===== config.mk =====
export PLATFORM = sky130hd
export DESIGN_NAME = run_length_to_bitmap_packer_unit
export DESIGN_NICKNAME = d
export VERILOG_FILES = /design/src/hdl/rlbp_pkg.sv /design/src/hdl/rlbp_cfg.sv /design/src/hdl/rlbp_ctrl.sv /design/src/hdl/rlbp_dp.sv /design/src/hdl/run_length_to_bitmap_packer_unit.sv
export SDC_FILE = /design/constraint.sdc
export NUM_CORES = 1
export LEC_CHECK = 0
export BUFFER_PORTS_ARGS = -buffer_cell sky130_fd_sc_hd__buf_4
export CORE_MARGIN = 8
export CORE_UTILIZATION = 40
export CTS_BUF_LIST = sky130_fd_sc_hd__clkbuf_16
export DETAILED_ROUTE_END_ITERATION = 8
export SLEW_MARGIN = 5
export SYNTH_ARGS = -nofsm -noshare
export SYNTH_HDL_FRONTEND = slang
export SYNTH_SLANG_ARGS = --single-unit

===== constraint.sdc =====
create_clock -name clk -period 8.2 [get_ports clk]
set_clock_uncertainty 0.05 [all_clocks]
set_input_delay 0.41 -clock clk [delete_from_list [all_inputs] [get_ports clk]]
set_output_delay 0.41 -clock clk [all_outputs]
set_load 0.005 [all_outputs]

===== src/hdl/rlbp_pkg.sv =====
package rlbp_pkg;

    localparam int WORD_BITS = 32;

    typedef struct packed {
        logic [15:0] run_length;
        logic        line_start;
        logic [11:0] line_number;
    } in_item_t;

    typedef struct packed {
        logic [31:0] pixel_word;
        logic [5:0]  word_index;
        logic [12:0] target_row;
        logic        also_next_row;
        logic        last;
    } out_item_t;

    typedef struct packed {
        logic [11:0] line_width;
        logic [11:0] page_height;
        logic        invert;
        logic        fine_rows;
    } cfg_t;

    typedef enum logic [1:0] {
        REG_LINE_WIDTH  = 2'd0,
        REG_PAGE_HEIGHT = 2'd1,
        REG_INVERT      = 2'd2,
        REG_FINE_ROWS   = 2'd3
    } reg_index_t;

    typedef enum logic [1:0] {
        ST_IDLE  = 2'd0,
        ST_EVAL  = 2'd1,
        ST_DRAW  = 2'd2,
        ST_FLUSH = 2'd3
    } state_t;

    typedef struct packed {
        logic load;
        logic first;
        logic step;
        logic emit_flush;
        logic end_line;
    } cmd_t;

    typedef struct packed {
        logic line_active;
        logic overshoot;
        logic bits_nz;
        logic word_full;
        logic rem_zero_after;
        logic end_hit;
        logic bits_nz_after;
        logic slot_free;
    } status_t;

endpackage


===== src/hdl/rlbp_cfg.sv =====
module rlbp_cfg (
    input  logic                clk,
    input  logic                rst_n,
    input  logic                psel,
    input  logic                penable,
    input  logic                pwrite,
    input  logic [3:0]          paddr,
    input  logic [31:0]         pwdata,
    output logic [31:0]         prdata,
    output logic                pready,
    output rlbp_pkg::cfg_t      cfg
);

    rlbp_pkg::cfg_t cfg_reg;
    rlbp_pkg::cfg_t cfg_next;
    rlbp_pkg::reg_index_t index;
    logic wr_en;

    assign index  = rlbp_pkg::reg_index_t'(paddr[3:2]);
    assign wr_en  = psel && penable && pwrite;
    assign pready = 1'b1;
    assign cfg    = cfg_reg;

    always_comb
    begin
        cfg_next = cfg_reg;
        if (wr_en)
        begin
            unique case (index)
                rlbp_pkg::REG_LINE_WIDTH:  cfg_next.line_width  = pwdata[11:0];
                rlbp_pkg::REG_PAGE_HEIGHT: cfg_next.page_height = pwdata[11:0];
                rlbp_pkg::REG_INVERT:      cfg_next.invert      = pwdata[0];
                rlbp_pkg::REG_FINE_ROWS:   cfg_next.fine_rows   = pwdata[0];
                default:                   cfg_next = cfg_reg;
            endcase
        end
    end

    always_comb
    begin
        unique case (index)
            rlbp_pkg::REG_LINE_WIDTH:  prdata = {20'd0, cfg_reg.line_width};
            rlbp_pkg::REG_PAGE_HEIGHT: prdata = {20'd0, cfg_reg.page_height};
            rlbp_pkg::REG_INVERT:      prdata = {31'd0, cfg_reg.invert};
            rlbp_pkg::REG_FINE_ROWS:   prdata = {31'd0, cfg_reg.fine_rows};
            default:                   prdata = 32'd0;
        endcase
    end

    always_ff @(posedge clk or negedge rst_n)
    begin
        if (!rst_n)
        begin
            cfg_reg.line_width  <= 12'd1728;
            cfg_reg.page_height <= 12'd4095;
            cfg_reg.invert      <= 1'b0;
            cfg_reg.fine_rows   <= 1'b1;
        end
        else
        begin
            cfg_reg <= cfg_next;
        end
    end

endmodule


===== src/hdl/rlbp_ctrl.sv =====
module rlbp_ctrl (
    input  logic              clk,
    input  logic              rst_n,
    input  logic              in_valid,
    output logic              in_stall,
    input  rlbp_pkg::status_t status,
    output rlbp_pkg::cmd_t    cmd
);

    rlbp_pkg::state_t state_reg;
    rlbp_pkg::state_t state_next;

    always_ff @(posedge clk or negedge rst_n)
    begin
        if (!rst_n)
        begin
            state_reg <= rlbp_pkg::ST_IDLE;
        end
        else
        begin
            state_reg <= state_next;
        end
    end

    always_comb
    begin
        state_next     = state_reg;
        cmd            = '0;
        in_stall       = 1'b1;
        cmd.first      = (state_reg == rlbp_pkg::ST_EVAL);
        unique case (state_reg)
            rlbp_pkg::ST_IDLE:
            begin
                in_stall = 1'b0;
                if (in_valid)
                begin
                    cmd.load   = 1'b1;
                    state_next = rlbp_pkg::ST_EVAL;
                end
            end
            rlbp_pkg::ST_EVAL, rlbp_pkg::ST_DRAW:
            begin
                if ((state_reg == rlbp_pkg::ST_EVAL) && !status.line_active)
                begin
                    state_next = rlbp_pkg::ST_IDLE;
                end
                else if ((state_reg == rlbp_pkg::ST_EVAL) && status.overshoot)
                begin
                    // An overshooting run is not drawn; it only closes the line.
                    if (status.bits_nz)
                    begin
                        state_next = rlbp_pkg::ST_FLUSH;
                    end
                    else
                    begin
                        cmd.end_line = 1'b1;
                        state_next   = rlbp_pkg::ST_IDLE;
                    end
                end
                else if (!(status.word_full && !status.slot_free))
                begin
                    cmd.step = 1'b1;
                    if (status.rem_zero_after)
                    begin
                        state_next = rlbp_pkg::ST_IDLE;
                        if (status.end_hit)
                        begin
                            if (status.bits_nz_after)
                            begin
                                state_next = rlbp_pkg::ST_FLUSH;
                            end
                            else
                            begin
                                cmd.end_line = 1'b1;
                            end
                        end
                    end
                    else
                    begin
                        state_next = rlbp_pkg::ST_DRAW;
                    end
                end
            end
            rlbp_pkg::ST_FLUSH:
            begin
                if (status.slot_free)
                begin
                    cmd.emit_flush = 1'b1;
                    cmd.end_line   = 1'b1;
                    state_next     = rlbp_pkg::ST_IDLE;
                end
            end
            default:
            begin
                state_next = rlbp_pkg::ST_IDLE;
            end
        endcase
    end

endmodule


===== src/hdl/rlbp_dp.sv =====
module rlbp_dp #(
    parameter int MAX_WIDTH = 2048,
    parameter int MAX_LINES = 4096
) (
    input  logic                clk,
    input  logic                rst_n,
    input  rlbp_pkg::in_item_t  in_data,
    input  rlbp_pkg::cfg_t      cfg,
    input  rlbp_pkg::cmd_t      cmd,
    output rlbp_pkg::status_t   status,
    input  logic                out_stall,
    output logic                out_valid,
    output rlbp_pkg::out_item_t out_data
);

    localparam int PW = $clog2(MAX_WIDTH + 1);
    localparam logic [11:0] MAX_W12 = 12'(MAX_WIDTH);
    localparam logic [12:0] MAX_L13 = 13'(MAX_LINES);
    localparam logic [5:0]  WORD6   = 6'(rlbp_pkg::WORD_BITS);

    logic [15:0]   run_reg,    run_next;
    logic [31:0]   acc_reg,    acc_next;
    logic [4:0]    bits_reg,   bits_next;
    logic          colour_reg, colour_next;
    logic [PW-1:0] pix_reg,    pix_next;
    logic [5:0]    words_reg,  words_next;
    logic          active_reg, active_next;
    logic [11:0]   line_reg,   line_next;
    logic [PW-1:0] rem_reg,    rem_next;
    logic          end_reg,    end_next;
    logic          out_valid_reg, out_valid_next;
    rlbp_pkg::out_item_t out_data_reg, out_data_next;

    logic [11:0]   width12;
    logic [16:0]   width17;
    logic [16:0]   sum;
    logic [PW-1:0] src_rem;
    logic [5:0]    space;
    logic [5:0]    take;
    logic [PW-1:0] rem_after;
    logic [5:0]    bits_sum;
    logic [31:0]   mask;
    logic [31:0]   acc_drawn;
    logic          slot_free;
    logic          emit;
    logic          end_hit;

    always_comb
    begin
        if (cfg.line_width == 12'd0)
        begin
            width12 = 12'd1;
        end
        else if (cfg.line_width > MAX_W12)
        begin
            width12 = MAX_W12;
        end
        else
        begin
            width12 = cfg.line_width;
        end
    end

    assign width17 = {5'd0, width12};
    assign sum     = 17'(pix_reg) + {1'b0, run_reg};

    // Where the run fits, it is no longer than the width, so it fits the counter.
    assign src_rem   = cmd.first ? run_reg[PW-1:0] : rem_reg;
    assign space     = WORD6 - {1'b0, bits_reg};
    assign take      = (src_rem < PW'(space)) ? src_rem[5:0] : space;
    assign rem_after = src_rem - PW'(take);
    assign bits_sum  = {1'b0, bits_reg} + take;
    assign end_hit   = cmd.first ? (sum == width17) : end_reg;

    assign mask = (32'hFFFF_FFFF >> bits_reg)
                & ~(bits_sum[5] ? 32'h0 : (32'hFFFF_FFFF >> bits_sum[4:0]));
    assign acc_drawn = colour_reg ? (acc_reg | mask) : acc_reg;

    assign slot_free = !out_valid_reg || !out_stall;
    assign emit      = (cmd.step && bits_sum[5]) || cmd.emit_flush;

    always_comb
    begin
        status.line_active    = active_reg;
        status.overshoot      = (sum > width17);
        status.bits_nz        = (bits_reg != 5'd0);
        status.word_full      = bits_sum[5];
        status.rem_zero_after = (rem_after == '0);
        status.end_hit        = end_hit;
        status.bits_nz_after  = (bits_sum[4:0] != 5'd0);
        status.slot_free      = slot_free;
    end

    always_comb
    begin
        run_next    = run_reg;
        acc_next    = acc_reg;
        bits_next   = bits_reg;
        colour_next = colour_reg;
        pix_next    = pix_reg;
        words_next  = words_reg;
        active_next = active_reg;
        line_next   = line_reg;
        rem_next    = rem_reg;
        end_next    = end_reg;

        if (cmd.load)
        begin
            run_next = in_data.run_length;
            if (in_data.line_start)
            begin
                acc_next    = 32'd0;
                bits_next   = 5'd0;
                pix_next    = '0;
                words_next  = 6'd0;
                colour_next = cfg.invert;
                line_next   = in_data.line_number;
                active_next = (in_data.line_number < cfg.page_height)
                           && ({1'b0, in_data.line_number} < MAX_L13);
            end
        end

        if (cmd.step)
        begin
            acc_next  = bits_sum[5] ? 32'd0 : acc_drawn;
            bits_next = bits_sum[4:0];
            rem_next  = rem_after;
            if (cmd.first)
            begin
                pix_next = sum[PW-1:0];
                end_next = (sum == width17);
            end
            if (rem_after == '0)
            begin
                colour_next = ~colour_reg;
            end
        end

        if (emit)
        begin
            words_next = words_reg + 6'd1;
        end

        if (cmd.end_line)
        begin
            acc_next    = 32'd0;
            bits_next   = 5'd0;
            active_next = 1'b0;
        end
    end

    // A full word is the last of its request when the pixels still to come
    // fill no further word and leave nothing to flush at the line end.
    always_comb
    begin
        out_valid_next = out_valid_reg && out_stall;
        out_data_next  = out_data_reg;
        if (emit)
        begin
            out_valid_next               = 1'b1;
            out_data_next.pixel_word     = cmd.emit_flush ? acc_reg : acc_drawn;
            out_data_next.word_index     = words_reg;
            out_data_next.target_row     = cfg.fine_rows ? {1'b0, line_reg} : {line_reg, 1'b0};
            out_data_next.also_next_row  = ~cfg.fine_rows;
            out_data_next.last           = cmd.emit_flush
                                        || ((rem_after < PW'(WORD6))
                                            && (!end_hit || (rem_after == '0)));
        end
    end

    always_ff @(posedge clk or negedge rst_n)
    begin
        if (!rst_n)
        begin
            run_reg       <= 16'd0;
            acc_reg       <= 32'd0;
            bits_reg      <= 5'd0;
            colour_reg    <= 1'b0;
            pix_reg       <= '0;
            words_reg     <= 6'd0;
            active_reg    <= 1'b0;
            line_reg      <= 12'd0;
            rem_reg       <= '0;
            end_reg       <= 1'b0;
            out_valid_reg <= 1'b0;
        end
        else
        begin
            run_reg       <= run_next;
            acc_reg       <= acc_next;
            bits_reg      <= bits_next;
            colour_reg    <= colour_next;
            pix_reg       <= pix_next;
            words_reg     <= words_next;
            active_reg    <= active_next;
            line_reg      <= line_next;
            rem_reg       <= rem_next;
            end_reg       <= end_next;
            out_valid_reg <= out_valid_next;
        end
    end

    always_ff @(posedge clk)
    begin
        out_data_reg <= out_data_next;
    end

    assign out_valid = out_valid_reg;
    assign out_data  = out_data_reg;

endmodule


===== src/hdl/run_length_to_bitmap_packer_unit.sv =====
// Run-length to bitmap packer for bilevel fax lines.
// The input channel (in_valid, in_stall, in_data) carries one request per pixel run;
// runs alternate in colour, and a request with line_start set opens a new line
// numbered line_number. The output channel (out_valid, out_stall, out_data) carries
// 32-pixel words, first pixel in the most significant bit, tagged with their word
// index, image row and a flag on the last word caused by each request.
// Line width, page height, colour inversion and row doubling are set over the
// APB port, registers at byte addresses 0, 4, 8 and 12; the user must set them only
// while the block is idle, which the block itself does not enforce. A request is
// taken in one cycle and evaluated in the next; the packer then places up to one
// word's worth of pixels per cycle unless a full word waits for the output slot.
// A new request is taken only once the packer is idle again. A word filled in the
// first packing step is registered at the output at the end of the evaluation state.
// A word is held in an output register while the receiver stalls; the next request
// is still accepted, and packing only waits when another word is ready to leave.
// Reset clears the line state, leaves no line open and restores the default
// registers: width 1728, height 4095, no inversion, fine rows.
module run_length_to_bitmap_packer_unit #(
    parameter int MAX_WIDTH = 2048,
    parameter int MAX_LINES = 4096
) (
    input  logic                clk,
    input  logic                rst_n,
    input  logic                in_valid,
    output logic                in_stall,
    input  rlbp_pkg::in_item_t  in_data,
    output logic                out_valid,
    input  logic                out_stall,
    output rlbp_pkg::out_item_t out_data,
    input  logic                psel,
    input  logic                penable,
    input  logic                pwrite,
    input  logic [3:0]          paddr,
    input  logic [31:0]         pwdata,
    output logic [31:0]         prdata,
    output logic                pready
);

    rlbp_pkg::cfg_t    cfg;
    rlbp_pkg::cmd_t    cmd;
    rlbp_pkg::status_t status;

    rlbp_cfg u_cfg (
        .clk     (clk),
        .rst_n   (rst_n),
        .psel    (psel),
        .penable (penable),
        .pwrite  (pwrite),
        .paddr   (paddr),
        .pwdata  (pwdata),
        .prdata  (prdata),
        .pready  (pready),
        .cfg     (cfg)
    );

    rlbp_ctrl u_ctrl (
        .clk      (clk),
        .rst_n    (rst_n),
        .in_valid (in_valid),
        .in_stall (in_stall),
        .status   (status),
        .cmd      (cmd)
    );

    rlbp_dp #(
        .MAX_WIDTH (MAX_WIDTH),
        .MAX_LINES (MAX_LINES)
    ) u_dp (
        .clk       (clk),
        .rst_n     (rst_n),
        .in_data   (in_data),
        .cfg       (cfg),
        .cmd       (cmd),
        .status    (status),
        .out_stall (out_stall),
        .out_valid (out_valid),
        .out_data  (out_data)
    );

endmodule


==> insert_results.sql, run 1 <==
INSERT INTO impl_metrics (metric_group, metric, value, unit) VALUES
('run_status', 'result_of_the_run', 'finished, final reports clean', ''),
('layout', 'final_instance_area', '12400', 'um^2'),
('grt', 'grt_first_pass_wirelength', '45100', 'um'),
('sta', 'period_minus_slack', '6.68', 'ns'),
('critical_path', 'start_kind', 'flip-flop', ''),
('clock_tree', 'number_of_buffers_added_by_the_clock_tree_synthesis_step', '17', ''),
('synth', 'synthDominantCellAreaShare', '25.6', '%'),
('sta', 'maxSlewViolCount', '0', ''),
('critical_path', 'timing.critical_path.arrival', '6.89', 'ns'),
('critical_path', 'cpPeakStageDelay', '0.64', 'ns'),
('layout', 'nets', '1307', ''),
('floorplan', 'die_h', '180', 'um'),
('synth', 'synth_ff_type', 'sky130_fd_sc_hd__dfrtp_1', ''),
('synth', 'ys_ff_latch', '180', ''),
('grt', 'grt_max_degree', '75', ''),
('clock_tree', 'clk_lat_worst_skew', '0.44', 'ns'),
('synth', 'synth-xor-area-share', '2.03', '%'),
('sta', 'rsz0062_at_grt', 'no', ''),
('layout', 'largest_register_ffs', '53', ''),
('critical_path', 'regToRegStartpoint', 'u_ctrl.state_reg[1]$_DFFE_PN0P_', ''),
('critical_path', 'timing.critical_path.mode_cell', 'sky130_fd_sc_hd__ha_1', ''),
('grt', 'initial_antenna_violation_count', '0', ''),
('clock_tree', 'cts_hold_buf', '1', ''),
('power_and_ir_drop', 'vdd.ir_drop.worst', '0.000164', 'V'),
('sta', 'endpoints_failing_setup', '0', ''),
('clock_tree', 'cell_chosen_for_the_clock_root', 'sky130_fd_sc_hd__clkbuf_16', ''),
('sta', 'fin_crit_sh', '81.4', '%'),
('clock_tree', 'ctsResizeCount', '0', ''),
('layout', 'commonest_cells_after_routing_fill_and_taps_aside', 'sky130_fd_sc_hd__buf_4, sky130_fd_sc_hd__nand2_1, sky130_fd_sc_hd__dfrtp_1, sky130_fd_sc_hd__a21oi_1, sky130_fd_sc_hd__mux2_2', ''),
('layout', 'diode_insertion_count_for_antenna_repair', '0', ''),
('routing', 'antenna_violating_nets_post_route', '0', ''),
('floorplan', 'floorplan.io_pins', '160', ''),
('floorplan', 'core-area', '26700', 'um^2'),
('sta', 'slew_headroom', '17.5', '%'),
('synth', 'synth_fa_ha_area_share', '7.53', '%'),
('routing', 'number_of_vias_in_the_routed_layout', '8462', ''),
('synth', 'post_synth_and_or_nand_nor_area_fraction', '14.2', '%'),
('layout', 'final_common_cell', 'sky130_fd_sc_hd__buf_4', ''),
('routing', 'viasPerCell', '5.55', ''),
('critical_path', 'type_of_the_worst_setup_path', 'reg2reg', ''),
('critical_path', 'timing.critical_path.to_type', 'flip-flop', ''),
('synth', 'synth_compound_area_share', '17.8', '%'),
('synth', 'synth_area_leaders', 'sky130_fd_sc_hd__dfrtp_1, sky130_fd_sc_hd__edfxtp_1, sky130_fd_sc_hd__ha_1', ''),
('clock_tree', 'clkSinkCount', '180', ''),
('routing', 'drt_pass1_iterations', '6', ''),
('critical_path', 'cpMaxStageDelayCell', 'sky130_fd_sc_hd__a2111oi_2', ''),
('sta', 'max_slew.worst_pin.slew', '1.23', 'ns'),
('routing', 'wl_per_cell', '18.0', 'um'),
('floorplan', 'die_width', '180', 'um'),
('synth', 'yosysWarningCount', '0', ''),
('clock_tree', 'ctsHtreeMaxLevel', '4', ''),
('critical_path', 'critical_path.cell_chain', 'inv_1 > ha_1 > buf_4 > mux2_2 > ha_1 > a21o_1 > a222oi_1 > nand3_1 > a21oi_1 > inv_1 > ha_1 > nor2b_1 > o2111ai_1 > nand2_1 > or4_1 > a2111oi_2 > o21ai_2 > o22ai_2 > buf_4 > o32ai_1', ''),
('placed_design', 'gp_congestion', '0.895', ''),
('grt', 'grt_pass1_vias', '8416', ''),
('job', 'max_cap_viol_count', '0', ''),
('routing', 'drt_iter0_markers', '654', ''),
('power_and_ir_drop', 'power_density', '442', 'nW/um^2'),
('placed_design', 'hpwlAfterDp', '19900', 'um'),
('grt', 'grt_overflow_total', '0', ''),
('synth', 'postSynthAreaPerCell', '9.97', 'um^2'),
('critical_path', 'crit_fanout', '37', ''),
('synth', 'synth_area', '10800', 'um^2'),
('sta', 'timing_hold_violations_final', '0', ''),
('routing', 'routed_wl', '27500', 'um'),
('floorplan', 'floorplan.die_area', '32400', 'um^2'),
('critical_path', 'critPathRequiredTime', '8.42', 'ns'),
('sta', 'fmax', '150', 'MHz'),
('synth', 'yosysSeqAreaShare', '44.5', '%'),
('critical_path', 'worstSetupStartpoint', 'u_ctrl.state_reg[1]$_DFFE_PN0P_', ''),
('synth', 'synth_async_sr_flop_share', '70.6', '%'),
('sta', 'totalNegativeSetupSlack', '0', 'ns');
-- cell type report --
cell class / instances / area (um^2)
clock inverters: 15 / 146
repair buffers: 130 / 978
inverters: 51 / 191
fillers: 2560 / 14200
multi-input cells: 792 / 5480
clock buffers: 17 / 425
well taps: 341 / 427
flip-flops and latches: 180 / 4790
-- through the flow --
step | cells | hold WS [ns] | worst slack (ns) | total power, uW | util [%]
CTS | 1526 | 0.111 | 1.51 | 5530 | 46.7
finish | 1526 | 0.129 | 1.52 | 5490 | 46.7
floorplan | 1099 | 0.0644 | 2.34 | 3740 | -
global route | 1526 | 0.133 | 1.17 | 5930 | 46.7
global placement | 1493 | 0.149 | 1.70 | 4620 | 44.5
detailed placement | 1493 | 0.150 | 1.54 | 4690 | 44.5
-- synthesized netlist by cell type, types with 7 or more instances --
cell,instances
sky130_fd_sc_hd__edfxtp_1,53
sky130_fd_sc_hd__xor2_1,13
sky130_fd_sc_hd__clkbuf_1,38
sky130_fd_sc_hd__buf_2,14
sky130_fd_sc_hd__nand3_1,30
sky130_fd_sc_hd__ha_1,60
sky130_fd_sc_hd__nor3_1,29
sky130_fd_sc_hd__dfstp_2,17
sky130_fd_sc_hd__nor4_1,7
sky130_fd_sc_hd__and2_1,9
sky130_fd_sc_hd__nor2_1,60
sky130_fd_sc_hd__or3_1,7
sky130_fd_sc_hd__buf_4,22
sky130_fd_sc_hd__a41oi_1,8
sky130_fd_sc_hd__a21oi_1,73
sky130_fd_sc_hd__xnor2_1,12
sky130_fd_sc_hd__nor2b_1,10
sky130_fd_sc_hd__and3_1,14
sky130_fd_sc_hd__o2111ai_1,8
sky130_fd_sc_hd__a31o_2,10
sky130_fd_sc_hd__a21o_1,26
sky130_fd_sc_hd__inv_1,49
sky130_fd_sc_hd__mux2i_1,18
sky130_fd_sc_hd__a41o_1,8
sky130_fd_sc_hd__o21a_1,8
sky130_fd_sc_hd__nand2_1,112
sky130_fd_sc_hd__mux2_2,62
sky130_fd_sc_hd__nand4_1,10
sky130_fd_sc_hd__a31oi_1,15
sky130_fd_sc_hd__o21ai_0,52
sky130_fd_sc_hd__dfrtp_1,110
sky130_fd_sc_hd__a211oi_1,7
sky130_fd_sc_hd__nand2b_1,7
-- where the power goes --
part           switching [uW]  leakage [uW]  internal (uW)
Clock                     402      0.000280            403
Combinational            1820       0.00332           1220
Sequential                256       0.00210           1380
Total                    2480       0.00571           3010
-- metal layers --
metal	vias to the layer above	track usage, %	share of wire [%]
met3	33	3.00	4.5
met5	-	0	0
li1	4106	-	-
met4	0	4.89	1.7
met2	204	27.3	47
met1	4119	22.6	47
-- path summary, 6_finish.rpt --
check	to	depth (start not counted)	slack, ns
max	u_dp.bits_reg[3]$_DFFE_PN0P_	20	1.52
min	u_dp.line_reg[6]$_DFFE_PN0P_	3	0.13
max reg2reg	u_dp.bits_reg[3]$_DFFE_PN0P_	20	1.52
min reg2reg	u_dp.rem_reg[0]$_DFFE_PN0P_	2	0.44
max in group asynchronous	u_dp.acc_reg[19]$_DFFE_PN0P_	4	6.06
min in group asynchronous	u_cfg.cfg[19]$_DFFE_PN0P_	2	0.24
-- kinds of logic (layout without fill, tap and decap cells) --
family | after synthesis | after routing
mux | 82 | 82
buf+inv | 127 | 213
simple gates | 318 | 318
xor+xnor | 25 | 25
compound gates | 283 | 283
flops | 180 | 180
other cells | 2 | 21
fa+ha+maj | 63 | 63
-- worst max-delay path: cells and delay by family (launching register included) --
family / cells / cell delay [ns]
AOI/OAI and AO/OA: 8 / 2.59
adders and majority gates: 3 / 0.81
buffers and inverters: 4 / 0.95
DFF: 1 / 0.40
muxes: 1 / 0.42
and+or+nand+nor: 4 / 1.27
Note: power is estimated with default switching activity, not from simulation.
==> inputs of run 2 (changes only) <==
==> constraint.sdc (replaced) <==
create_clock -name clk -period 6.2 [get_ports clk]
set_clock_uncertainty 0.05 [all_clocks]
set_input_delay 0.31 -clock clk [delete_from_list [all_inputs] [get_ports clk]]
set_output_delay 0.31 -clock clk [all_outputs]
set_load 0.005 [all_outputs]
==> insert_results.sql, run 2 (synthesized netlist as in run 1, its figures left out) <==
INSERT INTO impl_metrics (metric_group, metric, value, unit) VALUES
('critical_path', 'timing.critical_path.to_type', 'flip-flop', ''),
('min_path', 'hp-class', 'in2reg', ''),
('clock_tree', 'tritoncts', 'built', ''),
('sta', 'fin_crit_sh', '90.8', '%'),
('sta', 'totalNegativeSetupSlack', '0', 'ns'),
('layout', 'finish.cell_count_without_fillers', '1540', ''),
('clock_tree', 'ctsHtreeMaxLevel', '4', ''),
('routing', 'routed_wl', '27500', 'um'),
('routing', 'wl_per_cell', '17.9', 'um'),
('power_and_ir_drop', 'power.static_leakage', '0.00580', 'uW'),
('placed_design', 'hpwlAfterDp', '20000', 'um'),
('grt', 'grt_overflow_total', '0', ''),
('clock_tree', 'cell_chosen_for_the_clock_root', 'sky130_fd_sc_hd__clkbuf_16', ''),
('power_and_ir_drop', 'vdd.ir_drop.worst', '0.000217', 'V'),
('routing', 'drt_iter0_markers', '648', ''),
('routing', 'viasPerCell', '5.48', ''),
('placed_design', 'numPortBuffers', '116', ''),
('grt', 'gr_met1_demand_resource', '22.8', '%'),
('placed_design', 'placed_cells_incl_taps', '1506', ''),
('sta', 'maxSlewViolCount', '0', ''),
('floorplan', 'die_width', '180', 'um'),
('power_and_ir_drop', 'power_density', '592', 'nW/um^2'),
('run_status', 'result_of_the_run', 'finished, final reports clean', ''),
('layout', 'utilization', '47.4', '%'),
('layout', 'diode_insertion_count_for_antenna_repair', '0', ''),
('sta', 'setup_slack', '0.572', 'ns'),
('floorplan', 'core-area', '26700', 'um^2'),
('clock_tree', 'cts.path.max_buffers', '2', ''),
('layout', 'fillerInstances', '2546', ''),
('power_and_ir_drop', 'total_power_consumption', '7480', 'uW'),
('floorplan', 'die_h', '180', 'um'),
('grt', 'global_route.usage.met3', '2.96', '%'),
('placed_design', 'gp_congestion', '0.910', ''),
('routing', 'antenna_violating_nets_post_route', '0', ''),
('sta', 'endpoints_failing_setup', '0', ''),
('floorplan', 'placement_rows', '60', ''),
('routing', 'drt_drc_violations_left', '0', ''),
('sta', 'timing_hold_violations_final', '0', ''),
('layout', 'largest_register_ffs', '53', ''),
('critical_path', 'critPathRequiredTime', '6.45', 'ns'),
('clock_tree', 'clk_lat_worst_skew', '0.44', 'ns'),
('sta', 'fmax', '178', 'MHz'),
('sta', 'rsz0062_at_grt', 'no', ''),
('floorplan', 'floorplan.io_pins', '160', ''),
('grt', 'grt_pass1_vias', '8232', ''),
('layout', 'layout-area-overhead-vs-synth', '17.4', '%'),
('grt', 'grt_max_degree', '68', ''),
('grt', 'initial_antenna_violation_count', '0', ''),
('routing', 'number_of_vias_in_the_routed_layout', '8439', ''),
('grt', 'grt_first_pass_wirelength', '44900', 'um'),
('layout', 'layout-drive-gt1-share', '23.9', '%'),
('grt', 'top_usage_layer', 'met2', ''),
('sta', 'max_slew.worst_pin.slew', '1.14', 'ns'),
('job', 'max_cap_viol_count', '0', ''),
('placed_design', 'pre_cts_ws', '0.304', 'ns'),
('grt', 'grt.total_usage', '16.9', '%'),
('clock_tree', 'worst_setup_hold_path_clk_slew', '0.07', 'ns'),
('layout', 'ff_latch_area', '4790', 'um^2'),
('clock_tree', 'number_of_buffers_added_by_the_clock_tree_synthesis_step', '17', ''),
('routing', 'drt_pass1_iterations', '6', ''),
('layout', 'multi_input_logic_area', '5490', 'um^2'),
('sta', 'period_minus_slack', '5.63', 'ns'),
('sta', 'slew_headroom', '24.1', '%'),
('layout', 'final_common_cell', 'sky130_fd_sc_hd__buf_4', ''),
('layout', 'commonest_cells_after_routing_fill_and_taps_aside', 'sky130_fd_sc_hd__buf_4, sky130_fd_sc_hd__nand2_1, sky130_fd_sc_hd__dfrtp_1, sky130_fd_sc_hd__a21oi_1, sky130_fd_sc_hd__mux2_2', ''),
('grt', 'grtUsageMet2', '27.7', '%'),
('floorplan', 'floorplan.die_area', '32400', 'um^2'),
('critical_path', 'crit_fanout', '37', ''),
('critical_path', 'start_kind', 'flip-flop', ''),
('clock_tree', 'clkSinkCount', '180', ''),
('critical_path', 'timing.critical_path.arrival', '5.88', 'ns'),
('critical_path', 'type_of_the_worst_setup_path', 'reg2reg', ''),
('floorplan', 'initial_utilization', '40.4', '%'),
('layout', 'nets', '1321', '');
run 2: cell types whose count changed in the layout (fill, tap and decap cells not counted), sizes merged:
cell      previous run  this run
buf                129       143
bufinv               0         3
clkinv              11         7
clkinvlp             0         1
run 2: power by group:
group,total [uW],switching [uW],internal (uW)
Sequential,2140,312,1830
Combinational,4180,2460,1710
Clock,1160,510,646
Total,7480,3290,4190
run 2: worst paths after layout:
| check | slack [ns] | startpoint | endpoint | cells after the start |
|---|---|---|---|---|
| worst max-delay path | 0.57 | u_ctrl.state_reg[1]$_DFFE_PN0P_ | u_dp.bits_reg[3]$_DFFE_PN0P_ | 21 |
| worst min-delay path | 0.03 | in_data[6] | u_dp.line_reg[6]$_DFFE_PN0P_ | 3 |
| worst max register to register | 0.57 | u_ctrl.state_reg[1]$_DFFE_PN0P_ | u_dp.bits_reg[3]$_DFFE_PN0P_ | 21 |
| worst min register to register | 0.44 | u_dp.rem_reg[6]$_DFFE_PN0P_ | u_dp.rem_reg[6]$_DFFE_PN0P_ | 2 |
| max in group asynchronous | 4.21 | rst_n | u_dp.bits_reg[4]$_DFFE_PN0P_ | 3 |
| min in group asynchronous | 0.46 | rst_n | u_cfg.cfg[19]$_DFFE_PN0P_ | 2 |
run 2: worst max-delay path, stage by stage (launching register included):
cell and delay (ns):
sky130_fd_sc_hd__dfrtp_1 0.40, sky130_fd_sc_hd__inv_1 0.08, sky130_fd_sc_hd__ha_1 0.32, sky130_fd_sc_hd__mux2_2 0.42, sky130_fd_sc_hd__ha_1 0.33, sky130_fd_sc_hd__a21o_1 0.20, sky130_fd_sc_hd__a222oi_1 0.24, sky130_fd_sc_hd__buf_4 0.19
sky130_fd_sc_hd__nand3_2 0.19, sky130_fd_sc_hd__a21oi_1 0.27, sky130_fd_sc_hd__inv_1 0.07, sky130_fd_sc_hd__ha_1 0.36, sky130_fd_sc_hd__a21o_1 0.22, sky130_fd_sc_hd__a31oi_1 0.19, sky130_fd_sc_hd__nand2_1 0.17, sky130_fd_sc_hd__or4_1 0.55
sky130_fd_sc_hd__a2111oi_2 0.34, sky130_fd_sc_hd__buf_4 0.20, sky130_fd_sc_hd__o21ai_2 0.08, sky130_fd_sc_hd__o22ai_2 0.26, sky130_fd_sc_hd__buf_12 0.25, sky130_fd_sc_hd__o32ai_1 0.11
run 2: cell type report:
class	count	area share, %
clock buffers	17	3.37
clock inverters	15	1.55
inverters	51	1.52
multi-input cells	792	43.5
flip-flops and latches	180	37.9
well taps	341	3.38
repair buffers	144	8.78
run 2: timing repair:
action                                  CTS  global route
hold buffers                              1             0
gates resized for setup                   0             3
buffers inserted                          0             1
endpoints found under the setup margin    0           107
endpoints found under the hold margin    46             0
run 2: metal layers:
layer  routed length, um  vias to the layer above
li1                    -                     4137
met1               12900                     4091
met2               13100                      191
met3                1120                       20
met4                 358                        0
met5                   0                        -
run 2: metrics by stage:
stage / hold slack, ns / instance area, um^2
CTS: 0.0156 / 12600
floorplan: -0.0356 / 10800
global route: 0.0284 / 12600
finish: 0.0265 / 12600
global placement: 0.411 / 12000
detailed placement: 0.422 / 12000
